===== src/rtl/sem_pkg.sv =====
// Shared types and constants for the Sobel edge magnitude stream.
// Used by the top level, sem_window and sem_out_fifo; depends on nothing else.
package sem_pkg;

  // Field types at the widths of the stream payload.
  typedef logic [7:0]  pix_t;
  typedef logic [11:0] row_t;
  typedef logic [9:0]  col_t;

  // Configuration port geometry and register indexes.
  localparam int unsigned CFG_IDX_W  = 2;
  localparam int unsigned CFG_DATA_W = 13;

  typedef enum logic [CFG_IDX_W-1:0] {
    CFG_IMG_WIDTH     = 2'd0,
    CFG_IMG_HEIGHT    = 2'd1,
    CFG_CHANNEL_COUNT = 2'd2
  } cfg_idx_e;

  // Register values after reset.
  localparam logic [10:0] IMG_WIDTH_RST     = 11'd640;
  localparam logic [12:0] IMG_HEIGHT_RST    = 13'd480;
  localparam logic [2:0]  CHANNEL_COUNT_RST = 3'd3;

  // Gray weights as 16-bit fractions of 0.299, 0.587 and 0.114.
  localparam logic [15:0] GRAY_COEF_R = 16'd19595;
  localparam logic [15:0] GRAY_COEF_G = 16'd38470;
  localparam logic [15:0] GRAY_COEF_B = 16'd7471;

  // Largest edge value after the divide by four.
  localparam logic [7:0] EDGE_MAX = 8'd255;

  // One pixel causes at most this many result beats.
  localparam int unsigned RES_PER_ITEM = 3;

  // Result queue depth, a power of two.
  localparam int unsigned FIFO_DEPTH = 8;

  // One line store entry: the pixel two rows up and the one a row up.
  typedef struct packed {
    pix_t top;
    pix_t mid;
  } line_entry_t;

  // What an accepted pixel is to emit, worked out from its position.
  typedef struct packed {
    row_t row_cur;
    row_t row_prev;
    col_t col_cur;
    col_t col_prev;
    logic emit_a;
    logic emit_b;
    logic emit_c;
    logic interior;
    logic last_col;
  } item_ctrl_t;

  // One result beat.
  typedef struct packed {
    pix_t edge_value;
    col_t col;
    row_t row;
    logic frame_last;
  } result_t;

endpackage


===== src/rtl/sem_window.sv =====
// Gray conversion, line store update data and the 3x3 gray window,
// plus the Sobel magnitude of the window. Uses sem_pkg.
module sem_window (
  input  logic                  clk_i,
  input  logic                  rst_ni,
  input  logic                  valid_i,
  input  sem_pkg::pix_t         red_i,
  input  sem_pkg::pix_t         green_i,
  input  sem_pkg::pix_t         blue_i,
  input  logic [2:0]            channel_count_i,
  input  sem_pkg::line_entry_t  ram_rdata_i,
  input  logic                  fwd_i,
  output sem_pkg::line_entry_t  ram_wdata_o,
  output sem_pkg::pix_t         magnitude_o
);

  sem_pkg::pix_t        win_q [3][3];
  sem_pkg::line_entry_t last_wr_q;
  sem_pkg::line_entry_t entry;
  sem_pkg::pix_t        gray;
  logic [23:0]          gray_sum;

  // Weighted sum, missing blue as zero; under two channels, red alone.
  always_comb begin
    gray_sum = 24'(sem_pkg::GRAY_COEF_R) * 24'(red_i)
             + 24'(sem_pkg::GRAY_COEF_G) * 24'(green_i);
    if (channel_count_i >= 3'd3) begin
      gray_sum = gray_sum + 24'(sem_pkg::GRAY_COEF_B) * 24'(blue_i);
    end
    if (channel_count_i <= 3'd1) begin
      gray = red_i;
    end else begin
      gray = gray_sum[23:16];
    end
  end

  // The previous pixel wrote the same entry at the edge this one read it
  // only for one-pixel rows; take its write data then.
  assign entry = fwd_i ? last_wr_q : ram_rdata_i;

  // The older row moves up, the new gray becomes the row above.
  assign ram_wdata_o.top = entry.mid;
  assign ram_wdata_o.mid = gray;

  // Window shifts left by one column per pixel.
  always_ff @(posedge clk_i or negedge rst_ni) begin
    if (!rst_ni) begin
      for (int i = 0; i < 3; i++) begin
        for (int j = 0; j < 3; j++) begin
          win_q[i][j] <= '0;
        end
      end
    end else if (valid_i) begin
      for (int i = 0; i < 3; i++) begin
        win_q[i][0] <= win_q[i][1];
        win_q[i][1] <= win_q[i][2];
      end
      win_q[0][2] <= entry.top;
      win_q[1][2] <= entry.mid;
      win_q[2][2] <= gray;
    end
  end

  // Last write data, for the forwarding path.
  always_ff @(posedge clk_i) begin
    if (valid_i) begin
      last_wr_q <= ram_wdata_o;
    end
  end

  // Sobel gradients as differences of two non-negative sums.
  logic [9:0]  gx_p, gx_n, gy_p, gy_n;
  logic [9:0]  gx_abs, gy_abs;
  logic [10:0] mag_sum;
  logic [8:0]  mag_q4;

  always_comb begin
    gx_p = 10'(win_q[0][2]) + 10'({win_q[1][2], 1'b0}) + 10'(win_q[2][2]);
    gx_n = 10'(win_q[0][0]) + 10'({win_q[1][0], 1'b0}) + 10'(win_q[2][0]);
    gy_p = 10'(win_q[2][0]) + 10'({win_q[2][1], 1'b0}) + 10'(win_q[2][2]);
    gy_n = 10'(win_q[0][0]) + 10'({win_q[0][1], 1'b0}) + 10'(win_q[0][2]);
    gx_abs = (gx_p >= gx_n) ? (gx_p - gx_n) : (gx_n - gx_p);
    gy_abs = (gy_p >= gy_n) ? (gy_p - gy_n) : (gy_n - gy_p);
    mag_sum = 11'(gx_abs) + 11'(gy_abs);
    mag_q4 = mag_sum[10:2];
    magnitude_o = mag_q4[8] ? sem_pkg::EDGE_MAX : mag_q4[7:0];
  end

endmodule


===== config.mk =====
export PLATFORM = sky130hd
export DESIGN_NAME = sem_window
export DESIGN_NICKNAME = d
export VERILOG_FILES = /design/src/rtl/sem_pkg.sv /design/src/rtl/sem_window.sv
export SDC_FILE = /design/constraint.sdc
export NUM_CORES = 1
export LEC_CHECK = 0
export BUFFER_PORTS_ARGS = -buffer_cell sky130_fd_sc_hd__buf_2
export CORE_ASPECT_RATIO = 1.25
export CORE_UTILIZATION = 60
export DETAILED_ROUTE_END_ITERATION = 6
export GPL_ROUTABILITY_DRIVEN = 0
export PLACE_DENSITY = 0.84
export SYNTH_ARGS = -nofsm -noshare
export SYNTH_HDL_FRONTEND = slang
export SYNTH_SLANG_ARGS = --single-unit
export TNS_END_PERCENT = 10

===== constraint.sdc =====
create_clock -name clk_i -period 35.5 [get_ports clk_i]
set_input_delay 7.1 -clock clk_i [delete_from_list [all_inputs] [get_ports clk_i]]
set_output_delay 7.1 -clock clk_i [all_outputs]
set_load 0.02 [all_outputs]

==> results.py <==
metrics = {
    "global_route": {
        "grt_antenna_before_repair": 0,
        "globalRoute.totalOverflow": 0,
        "grt_max_degree": 81,
        "track_usage": 0.270,
        "grt_pass1_wl_um": 51600,
        "first_global_vias": 11100,
    },
    "synth": {
        "synth.lib_cells_used.distinct": 71,
        "number_of_synthesized_flops_with_an_enable_pin": 16,
        "post_synth_and_or_nand_nor_area_fraction": 0.0653,
        "synth_adder_area_share": 0.437,
        "synth_top_family_by_area": "adder cells",
        "synth_compound_area_frac": 0.129,
        "syn-instance-count": 1418,
        "synth_xor_xnor_area_share": 0.0457,
        "avgSynthCellArea_um2": 9.87,
        "synth_seq_area_share": 0.163,
        "synthArstFlopShare": 0.818,
        "netlist_top_cells_area": "sky130_fd_sc_hd__ha_1 24%, sky130_fd_sc_hd__fa_1 20%, sky130_fd_sc_hd__dfrtp_1 13%",
        "yosys_most_used_dff": "sky130_fd_sc_hd__dfrtp_1",
        "post-synth-top-area-fraction": 0.241,
        "synth.largest_area_cell": "sky130_fd_sc_hd__ha_1",
        "synth_common_cells": "281 x sky130_fd_sc_hd__inv_1, 270 x sky130_fd_sc_hd__ha_1, 137 x sky130_fd_sc_hd__fa_1, 82 x sky130_fd_sc_hd__a21oi_1, 72 x sky130_fd_sc_hd__dfrtp_1",
        "synth.most_common_cell": "sky130_fd_sc_hd__inv_1",
        "yosys_warnings": 0,
        "mappedNetlistNets": 1872,
        "synth-seq-cells": 88,
        "cell_area_after_synthesis_um2": 14000,
        "fraction_of_synthesized_area_in_multiplexers": 0.0741,
    },
    "sta": {
        "timing.clock.skew_ps": 7.17,
        "max_slew.worst_pin.slew_ps": 901,
        "layout_worst_path_cycle_share": 0.688,
        "rsz0062_at_grt": "no",
        "final_hold_viol_count": 0,
        "timing.final.setup_violations": 0,
        "fmaxAchievable_mhz": 41.0,
        "final_period_minus_worst_setup_slack_ps": 24410,
        "timing_max_transition_violations_final": 0,
        "setup_total_negative_slack_ps": 0,
        "slew_headroom": 0.399,
    },
    "clocking": {
        "post_cts_resize_count": 0,
        "tritoncts": "yes",
        "cts_made_buffers": 9,
        "clk_path_buf_depth": 2,
        "clkSlewWorstSetupHoldPaths_ps": 60,
        "post-cts-setup-buffer-count": 0,
        "ctsRootBufferMaster": "sky130_fd_sc_hd__clkbuf_16",
        "clock_latency_ps": 340,
        "cts_max_level": 3,
        "clock_sinks": 88,
        "postCtsHoldBufs": 0,
    },
    "route": {
        "drt-pass1-iter-count": 7,
        "drt_drc_violations_left": 1,
        "routed_vias_inst": 5.83,
        "drt-total-wl_um": 30900,
        "routed-via-count": 10300,
        "drt_iter0_drc": 505,
        "antenna_left": 0,
        "routedWlPerCell_um": 17.5,
    },
    "worst_setup_path": {
        "worst_endpoint_required_time_ps": 28400,
        "crit_family": "adder cells",
        "timing.critical_path.arrival_ps": 17310,
        "timing.critical_path.slowest_cell_delay_ps": 780,
        "timing.critical_path.slowest_stage_cell": "sky130_fd_sc_hd__o41ai_1",
        "cp-end-kind": "output pin",
        "worstPathBufferInverterCount": 9,
        "worstSetupStartpointType": "primary input",
        "criticalPathCategory": "primary input to output pin",
        "crit_fanout": 7,
        "critical_path.most_common_cell": "sky130_fd_sc_hd__fa_1",
    },
    "final_layout": {
        "final_core_utilization": 0.647,
        "multi_input_comb_area_um2": 10500,
        "finalNetCount": 1927,
        "antennaDiodeCount": 0,
        "final.fill_count": 1749,
        "layout-drive-gt1-share": 0.118,
        "syn_to_final_growth_pct": 6.18,
        "post-route-cell-area_um2": 14900,
        "final-seq-area_um2": 2280,
    },
    "placed_design": {
        "post-dp-hpwl_um": 26300,
        "port_buffers": 70,
        "placement.cell_area_um2": 14600,
    },
    "floorplanning": {
        "die_area_um2": 23900,
        "placementRows": 62,
        "die-width_um": 139,
        "design.portCount": 71,
        "start_util": 0.610,
        "core_region_area_um2": 23000,
        "floorplan.die.height_um": 173,
    },
    "run_status": {
        "run_status": "complete, but fails checks",
        "failed_checks": "design-rule violations",
    },
    "min_path": {
        "hold_class": "register to register",
    },
    "job": {
        "max_cap_violations": 0,
    },
}
## through the flow
step | hold slack [ps] | setup WS (ps) | cells
final | 505 | 11090 | 1766
after global placement | 483 | 11640 | 1750
after global routing | 528 | 10530 | 1766
after detailed placement | 492 | 11240 | 1750
after floorplan | 475 | 12480 | 1418
after CTS | 507 | 11230 | 1766
## layout make-up
cell class / instances / share of cell area
multi-input combinational: 1021 / 0.707
sequential: 88 / 0.154
inverter: 281 / 0.0710
timing repair buffer: 72 / 0.0249
tap: 288 / 0.0242
clock buffer: 11 / 0.0163
clock inverter: 5 / 0.00253
## layout by cell type (no fill, tap or decap), drive strengths merged, types with 5 or more instances in the layout
cell / synthesis / final
inv: 281 / 284
ha: 270 / 270
fa: 137 / 137
a21oi: 82 / 82
dfrtp: 72 / 72
buf: 13 / 72
mux2: 69 / 69
xnor2: 53 / 53
nor2: 40 / 40
o21ai: 38 / 38
a21o: 32 / 32
nand2: 32 / 32
nand3: 27 / 27
mux2i: 26 / 26
o21bai: 22 / 22
xor2: 20 / 20
nor3: 20 / 20
a31oi: 19 / 19
edfxtp: 16 / 16
o21a: 11 / 11
clkbuf: 15 / 11
nand2b: 10 / 10
o211ai: 10 / 10
and3: 9 / 9
nor2b: 7 / 7
or3: 7 / 7
nand4: 6 / 6
or2: 6 / 6
a211oi: 5 / 5
## layer usage
layer | global-route usage | share of wire | up-vias
met5 | 0 | 0 | -
met4 | 0.115 | 0.037 | 0
met3 | 0.0161 | 0.028 | 82
met2 | 0.535 | 0.56 | 257
met1 | 0.293 | 0.38 | 5026
li1 | - | - | 4930
## path summary, 6_finish.rpt
path | start | to | slack (ps) | depth (start not counted)
min reg2reg | win_q[32] | win_q[32] | 500 | 1
max reg2reg | last_wr_q[3] | win_q[27] | 34380 | 2
max | green_i[6] | ram_wdata_o[7] | 11090 | 38
min | win_q[32] | win_q[32] | 500 | 1
min in group asynchronous | rst_ni | win_q[65] | 6870 | 1
max in group asynchronous | rst_ni | win_q[53] | 28030 | 1
## logic make-up (layout without fill, tap and decap cells)
logic type	count (synthesis)	count (layout)
adders and majority gates	407	407
DFF	88	88
AOI/OAI and AO/OA	266	266
and+or+nand+nor	180	180
buffers and inverters	309	369
xor gates and xnor gates	73	73
muxes	95	95
## registers in the layout, summed over array words and instances, names as in the netlist
| signal | flops |
|---|---|
| last_wr_q | 16 |
| win_q | 72 |
Power is not shown: default switching activity piles up to over one toggle a cycle in this logic, so the estimate is an artifact.
