--- config.mk ---
export PLATFORM = sky130hd
export DESIGN_NAME = sem_out_fifo
export DESIGN_NICKNAME = d
export VERILOG_FILES = /design/src/rtl/sem_pkg.sv /design/src/rtl/sem_out_fifo.sv
export SDC_FILE = /design/constraint.sdc
export NUM_CORES = 1
export LEC_CHECK = 0
export ABC_AREA = 1
export ABC_CLOCK_PERIOD_IN_PS = 3950
export BUFFER_PORTS_ARGS = -buffer_cell sky130_fd_sc_hd__clkbuf_2
export CAP_MARGIN = 20
export CORE_MARGIN = 4
export CORE_UTILIZATION = 50
export CTS_CLUSTER_SIZE = 8
export DETAILED_ROUTE_END_ITERATION = 7
export GPL_ROUTABILITY_DRIVEN = 0
export PLACE_DENSITY_LB_ADDON = 0.1
export SETUP_SLACK_MARGIN = 0.02
export SYNTH_ARGS = -nofsm -noshare
export SYNTH_HDL_FRONTEND = slang
export SYNTH_SLANG_ARGS = --single-unit
--- constraint.sdc ---
create_clock -name clk_i -period 3.95 [get_ports clk_i]
set_input_delay 0.79 -clock clk_i [delete_from_list [all_inputs] [get_ports clk_i]]
set_output_delay 0.79 -clock clk_i [all_outputs]
set_load 0.005 [all_outputs]
--- src/rtl/sem_pkg.sv ---
// Shared types and constants for the Sobel edge magnitude stream.
// Used by the top level, sem_window and sem_out_fifo; depends on nothing else.
package sem_pkg;

  // Field types at the widths of the stream payload.
  typedef logic [7:0]  pix_t;
  typedef logic [11:0] row_t;
  typedef logic [9:0]  col_t;

  // Configuration port geometry and register indexes.
  localparam int unsigned CFG_IDX_W  = 2;
  localparam int unsigned CFG_DATA_W = 13;

  typedef enum logic [CFG_IDX_W-1:0] {
    CFG_IMG_WIDTH     = 2'd0,
    CFG_IMG_HEIGHT    = 2'd1,
    CFG_CHANNEL_COUNT = 2'd2
  } cfg_idx_e;

  // Register values after reset.
  localparam logic [10:0] IMG_WIDTH_RST     = 11'd640;
  localparam logic [12:0] IMG_HEIGHT_RST    = 13'd480;
  localparam logic [2:0]  CHANNEL_COUNT_RST = 3'd3;

  // Gray weights as 16-bit fractions of 0.299, 0.587 and 0.114.
  localparam logic [15:0] GRAY_COEF_R = 16'd19595;
  localparam logic [15:0] GRAY_COEF_G = 16'd38470;
  localparam logic [15:0] GRAY_COEF_B = 16'd7471;

  // Largest edge value after the divide by four.
  localparam logic [7:0] EDGE_MAX = 8'd255;

  // One pixel causes at most this many result beats.
  localparam int unsigned RES_PER_ITEM = 3;

  // Result queue depth, a power of two.
  localparam int unsigned FIFO_DEPTH = 8;

  // One line store entry: the pixel two rows up and the one a row up.
  typedef struct packed {
    pix_t top;
    pix_t mid;
  } line_entry_t;

  // What an accepted pixel is to emit, worked out from its position.
  typedef struct packed {
    row_t row_cur;
    row_t row_prev;
    col_t col_cur;
    col_t col_prev;
    logic emit_a;
    logic emit_b;
    logic emit_c;
    logic interior;
    logic last_col;
  } item_ctrl_t;

  // One result beat.
  typedef struct packed {
    pix_t edge_value;
    col_t col;
    row_t row;
    logic frame_last;
  } result_t;

endpackage

--- src/rtl/sem_out_fifo.sv ---
// Result queue that takes up to three beats at once and hands out one.
// Keeps a reservation count so that accepted pixels always find room. Uses sem_pkg.
module sem_out_fifo (
  input  logic                                         clk_i,
  input  logic                                         rst_ni,
  input  logic [1:0]                                   reserve_i,
  input  logic [sem_pkg::RES_PER_ITEM-1:0]             push_valid_i,
  input  sem_pkg::result_t [sem_pkg::RES_PER_ITEM-1:0] push_data_i,
  input  logic                                         pop_i,
  output logic                                         can_reserve_o,
  output logic                                         head_valid_o,
  output sem_pkg::result_t                             head_o
);

  localparam int unsigned Depth = sem_pkg::FIFO_DEPTH;
  localparam int unsigned PtrW  = $clog2(Depth);
  localparam int unsigned CntW  = $clog2(Depth + 1);

  sem_pkg::result_t mem_q [Depth];
  logic [PtrW-1:0]  wr_ptr_q, wr_ptr_d, rd_ptr_q, rd_ptr_d;
  logic [CntW-1:0]  cnt_q, cnt_d, occ_q, occ_d;
  logic [PtrW-1:0]  offset [sem_pkg::RES_PER_ITEM];
  logic [CntW-1:0]  push_cnt;

  // Pack the valid beats of one pixel into consecutive slots, in order.
  always_comb begin
    push_cnt = '0;
    for (int k = 0; k < sem_pkg::RES_PER_ITEM; k++) begin
      offset[k] = PtrW'(push_cnt);
      push_cnt = push_cnt + CntW'(push_valid_i[k]);
    end
  end

  always_ff @(posedge clk_i) begin
    for (int k = 0; k < sem_pkg::RES_PER_ITEM; k++) begin
      if (push_valid_i[k]) begin
        mem_q[wr_ptr_q + offset[k]] <= push_data_i[k];
      end
    end
  end

  // Pointers, stored count, and stored-plus-reserved count.
  always_comb begin
    wr_ptr_d = wr_ptr_q + PtrW'(push_cnt);
    rd_ptr_d = rd_ptr_q + PtrW'(pop_i);
    cnt_d    = cnt_q + push_cnt - CntW'(pop_i);
    occ_d    = occ_q + CntW'(reserve_i) - CntW'(pop_i);
  end

  always_ff @(posedge clk_i or negedge rst_ni) begin
    if (!rst_ni) begin
      wr_ptr_q <= '0;
      rd_ptr_q <= '0;
      cnt_q    <= '0;
      occ_q    <= '0;
    end else begin
      wr_ptr_q <= wr_ptr_d;
      rd_ptr_q <= rd_ptr_d;
      cnt_q    <= cnt_d;
      occ_q    <= occ_d;
    end
  end

  assign can_reserve_o = (occ_q <= CntW'(Depth - sem_pkg::RES_PER_ITEM));
  assign head_valid_o  = (cnt_q != '0);
  assign head_o        = mem_q[rd_ptr_q];

`ifndef SYNTH
  // Stored beats never outrun their reservations.
  a_cnt_le_occ: assert property (@(posedge clk_i) disable iff (!rst_ni)
    cnt_q <= occ_q)
    else $error("result queue holds more beats than were reserved");

  // Reservations never exceed the queue.
  a_occ_le_depth: assert property (@(posedge clk_i) disable iff (!rst_ni)
    occ_q <= CntW'(Depth))
    else $error("result queue over-reserved");

  // A push always lands in free slots.
  a_push_fits: assert property (@(posedge clk_i) disable iff (!rst_ni)
    (push_cnt != '0) |-> (cnt_q + push_cnt <= CntW'(Depth)))
    else $error("result queue overflow");
`endif

endmodule

==> key figures <==
Setup path
  • Crit path buf inv count: 2
  • Startpoint-to-endpoint class of the critical path: flop to output pin
  • Nature of the critical path endpoint: output pin
  • Slowest cell on the critical path: sky130_fd_sc_hd__dfrtp_4
  • CP Data Required Time: 3.16 ns
  • Stage delay of the slowest cell on the critical path: 0.64 ns
  • Critical path's top delay family: flip-flops
  • Ordered cell list for the critical path: buf_12, nor2_1, nor2_1, o21ai_0, o21ai_0, nand2_1, nand2_1, clkbuf_2
  • Worst Path Max Fanout: 103
  • Arrival time worst endpoint: 2.52 ns
  • Element type at the critical path start: flop

Detailed routing
  • Detail-routed via count per cell: 6.42
  • Antenna-violating nets left: 0
  • DRC violation total after the first TritonRoute iteration: 2916
  • Total wirelength of the detailed-routed design: 68.1 mm
  • Residual DRC count: 0
  • Pre-Repair DR Iteration Count: 6
  • Via Count: 18500
  • Detail-routed net length per standard cell: 23.7 µm

Clock tree
  • CTS clock-pin slew for the worst setup and hold paths: 0.05 ns
  • Clock root buffer: sky130_fd_sc_hd__clkbuf_16
  • Quantity of gates resized following cts: 0
  • CTS buffer count: 38
  • Clock tree from TritonCTS: done
  • Total of hold buffers inserted after clock tree synthesis: 0
  • Setup repair bufs after CTS: 0
  • Clock insertion delay at the later pin of the skew report: 0.52 ns
  • Count of H-tree levels built during CTS: 2
  • Number of sinks handled by clock tree synthesis: 262
  • CTS max path bufs: 3

Logic synthesis
  • Largest cells by area after synthesis: sky130_fd_sc_hd__edfxtp_1 (42%), sky130_fd_sc_hd__nand2_1 (18%), sky130_fd_sc_hd__nand4_1 (8.7%)
  • Synthesized cell area: 17800 µm²
  • Mapped Avg Cell Area: 7.38 µm²
  • Number of instances in the synthesized netlist: 2404
  • Fraction of the yosys area taken by sequential cells: 0.439
  • Most used flip-flop cell after synthesis: sky130_fd_sc_hd__edfxtp_1
  • Warning count from the yosys run: 0
  • Number of different library cells in the post-synthesis netlist: 23
  • Most frequent cells after synthesis: sky130_fd_sc_hd__nand2_1 (854), sky130_fd_sc_hd__nand3_1 (261), sky130_fd_sc_hd__edfxtp_1 (248), sky130_fd_sc_hd__nand4_1 (248), sky130_fd_sc_hd__nor2_1 (193)
  • Top-area cell type share of the netlist area: 0.420
  • Biggest area consumer among synthesized cells: sky130_fd_sc_hd__edfxtp_1
  • Flip-flop and latch count after synthesis: 262
  • Cell with the most instances after synthesis: sky130_fd_sc_hd__nand2_1
  • Share of async-settable or async-resettable flops after synthesis: 0.0534
  • EDFF count, synth: 248
  • Mapped Nets: 2531

Pwr
  • IR drop worst, VDD: 1.03 mV
  • Net Switching: 8770 µW
  • Leakage: 0.00875 µW
  • Clock power share: 0.164
  • Total internal power: 9240 µW
  • PD cells: 920 nW/µm²
  • Proportion of power drawn by flip-flops and latches: 0.302
  • Switching part of the total: 0.487
  • Combinational power share: 0.534

Placed design
  • Dpl cells: 2828
  • Buffers added on ports: 133
  • Sum of net half-perimeters after detailed placement: 39.1 mm

STA
  • Final Hold Viols: 0
  • Setup total negative slack: 0 ns
  • Min cycle time layout: 3.31 ns
  • Headroom to the max-slew limit: 0.401
  • Final Hold Slack: 0.181 ns
  • Skew final: 0.0149 ns
  • Transition time at the pin with the least slew margin: 0.897 ns
  • Number of max-slew violations in the final report: 0
  • Max Freq: 302 MHz
  • Tcrit/Tclk final: 0.838
  • Unrepaired setup endpoints after global routing: false
  • Endpoints failing setup: 0

Layout
  • Layout-stage area growth over the synthesis result: 10.3%
  • Layout filler cell count: 3248
  • Fraction of final layout cells with drive strength greater than 1: 0.120
  • Ant. Diodes: 0
  • Total number of nets in the final design: 2540
  • Non-filler instance count after layout: 2875

Global routing
  • Grt ovf: 0
  • GR Util met3: 0.0646
  • Met1 usage: 0.483
  • Via count of the first global-routing pass: 17600
  • Number of antenna violations at the first check in global routing: 3
  • Global-route wire length before repair: 104 mm
  • Peak-usage layer in the global routing report: met2
  • Maximum number of pins on one net before global-route repair: 104
  • Met2 layer usage reported by global route: 0.520
  • Total Routing Usage GR: 0.343

Min path
  • Worst min-delay path class: input pin to asynchronous set/reset pin

Floorplanning
  • Area inside the core boundary: 34800 µm²
  • Die height: 196 µm
  • Die area: 38600 µm²
  • Number of rows in the core area: 68
  • IO Count: 134
  • Initial core utilization: 0.510
  • Die Span X: 196 µm

Status
  • Status: complete, no violations

Run
  • Maxcap violations: 0
final timing paths:
check / slack [ns] / start / endpoint / cells after the start
worst max register to register: 1.04 / wr_ptr_q[0] / mem_q[0][2] / 8
worst min register to register: 0.52 / cnt_q[0] / cnt_q[0] / 1
worst min-delay path: 0.18 / rst_ni / rd_ptr_q[0] / 1
max in group asynchronous: 3.46 / rst_ni / rd_ptr_q[1] / 1
min in group clk_i: 0.51 / reserve_i[0] / occ_q[0] / 2
worst max-delay path: 0.64 / rd_ptr_q[0] / head_o[4] / 8
final cells by class:
class                   count  area (µm²)  share of cell area
multi-input cells        1798        8450               0.432
flip-flops and latches    262        7810               0.399
repair buffers            205        1330              0.0680
clock buffers              46        1000              0.0512
well taps                 455         569              0.0291
inverters                 108         412              0.0210
clock inverters             1        8.76            0.000447
metal layers:
metal	part of all wire	vias up	routed length, µm
li1	-	8164	-
met1	0.38	8529	25800
met2	0.44	1457	29600
met3	0.13	300	9030
met4	0.052	6	3570
met5	0.00084	-	57
cell usage in the layout, fill, tap and decap left out, drive strengths merged, types with 21 or more instances in the layout:
cell type | synthesis | routed
edfxtp | 248 | 248
nor2 | 193 | 193
ha | 21 | 21
buf | 146 | 72
inv | 108 | 108
nand4 | 248 | 248
nand2 | 854 | 854
clkbuf | 90 | 179
o21ai | 188 | 188
nand3 | 277 | 277
power groups by stage:
stage / Sequential, µW / Combinational (µW) / Clock [µW]
5_1_grt: 5530 / 10400 / 3070
3_5_place_dp: 5480 / 9310 / 0
6_report: 5440 / 9610 / 2960
4_1_cts: 5430 / 9350 / 2960
3_3_place_gp: 5450 / 9160 / 0
2_1_floorplan: 5260 / 6080 / 0
cells by family (layout without fill, tap and decap cells):
logic type / Yosys count / after routing / share of synthesized area
AND/OR/NAND/NOR: 1572 / 1572 / 0.391
XOR/XNOR: 10 / 10 / 0.00641
adder cells (fa/ha/maj): 26 / 26 / 0.0204
AO/OA/AOI/OAI: 190 / 190 / 0.0536
buffers and inverters: 344 / 360 / 0.0889
flip-flops: 262 / 262 / 0.439
state kept, by name, indices dropped and copies added, names as in the netlist:
| signal | flops |
|---|---|
| cnt_q | 4 |
| occ_q | 4 |
| rd_ptr_q | 3 |
| mem_q | 248 |
| wr_ptr_q | 3 |
through the flow:
step / total power [µW] / instance area, µm² / setup WS, ns / util
6_report: 18000 / 19600 / 0.639 / 0.563
5_1_grt: 19000 / 19600 / 0.493 / 0.563
4_1_cts: 17700 / 19600 / 0.684 / 0.563
3_5_place_dp: 14800 / 18600 / 0.410 / 0.534
3_3_place_gp: 14600 / 18600 / 0.486 / 0.534
2_1_floorplan: 11300 / 17800 / 0.279 / -
(Power assumes the default switching activity.)
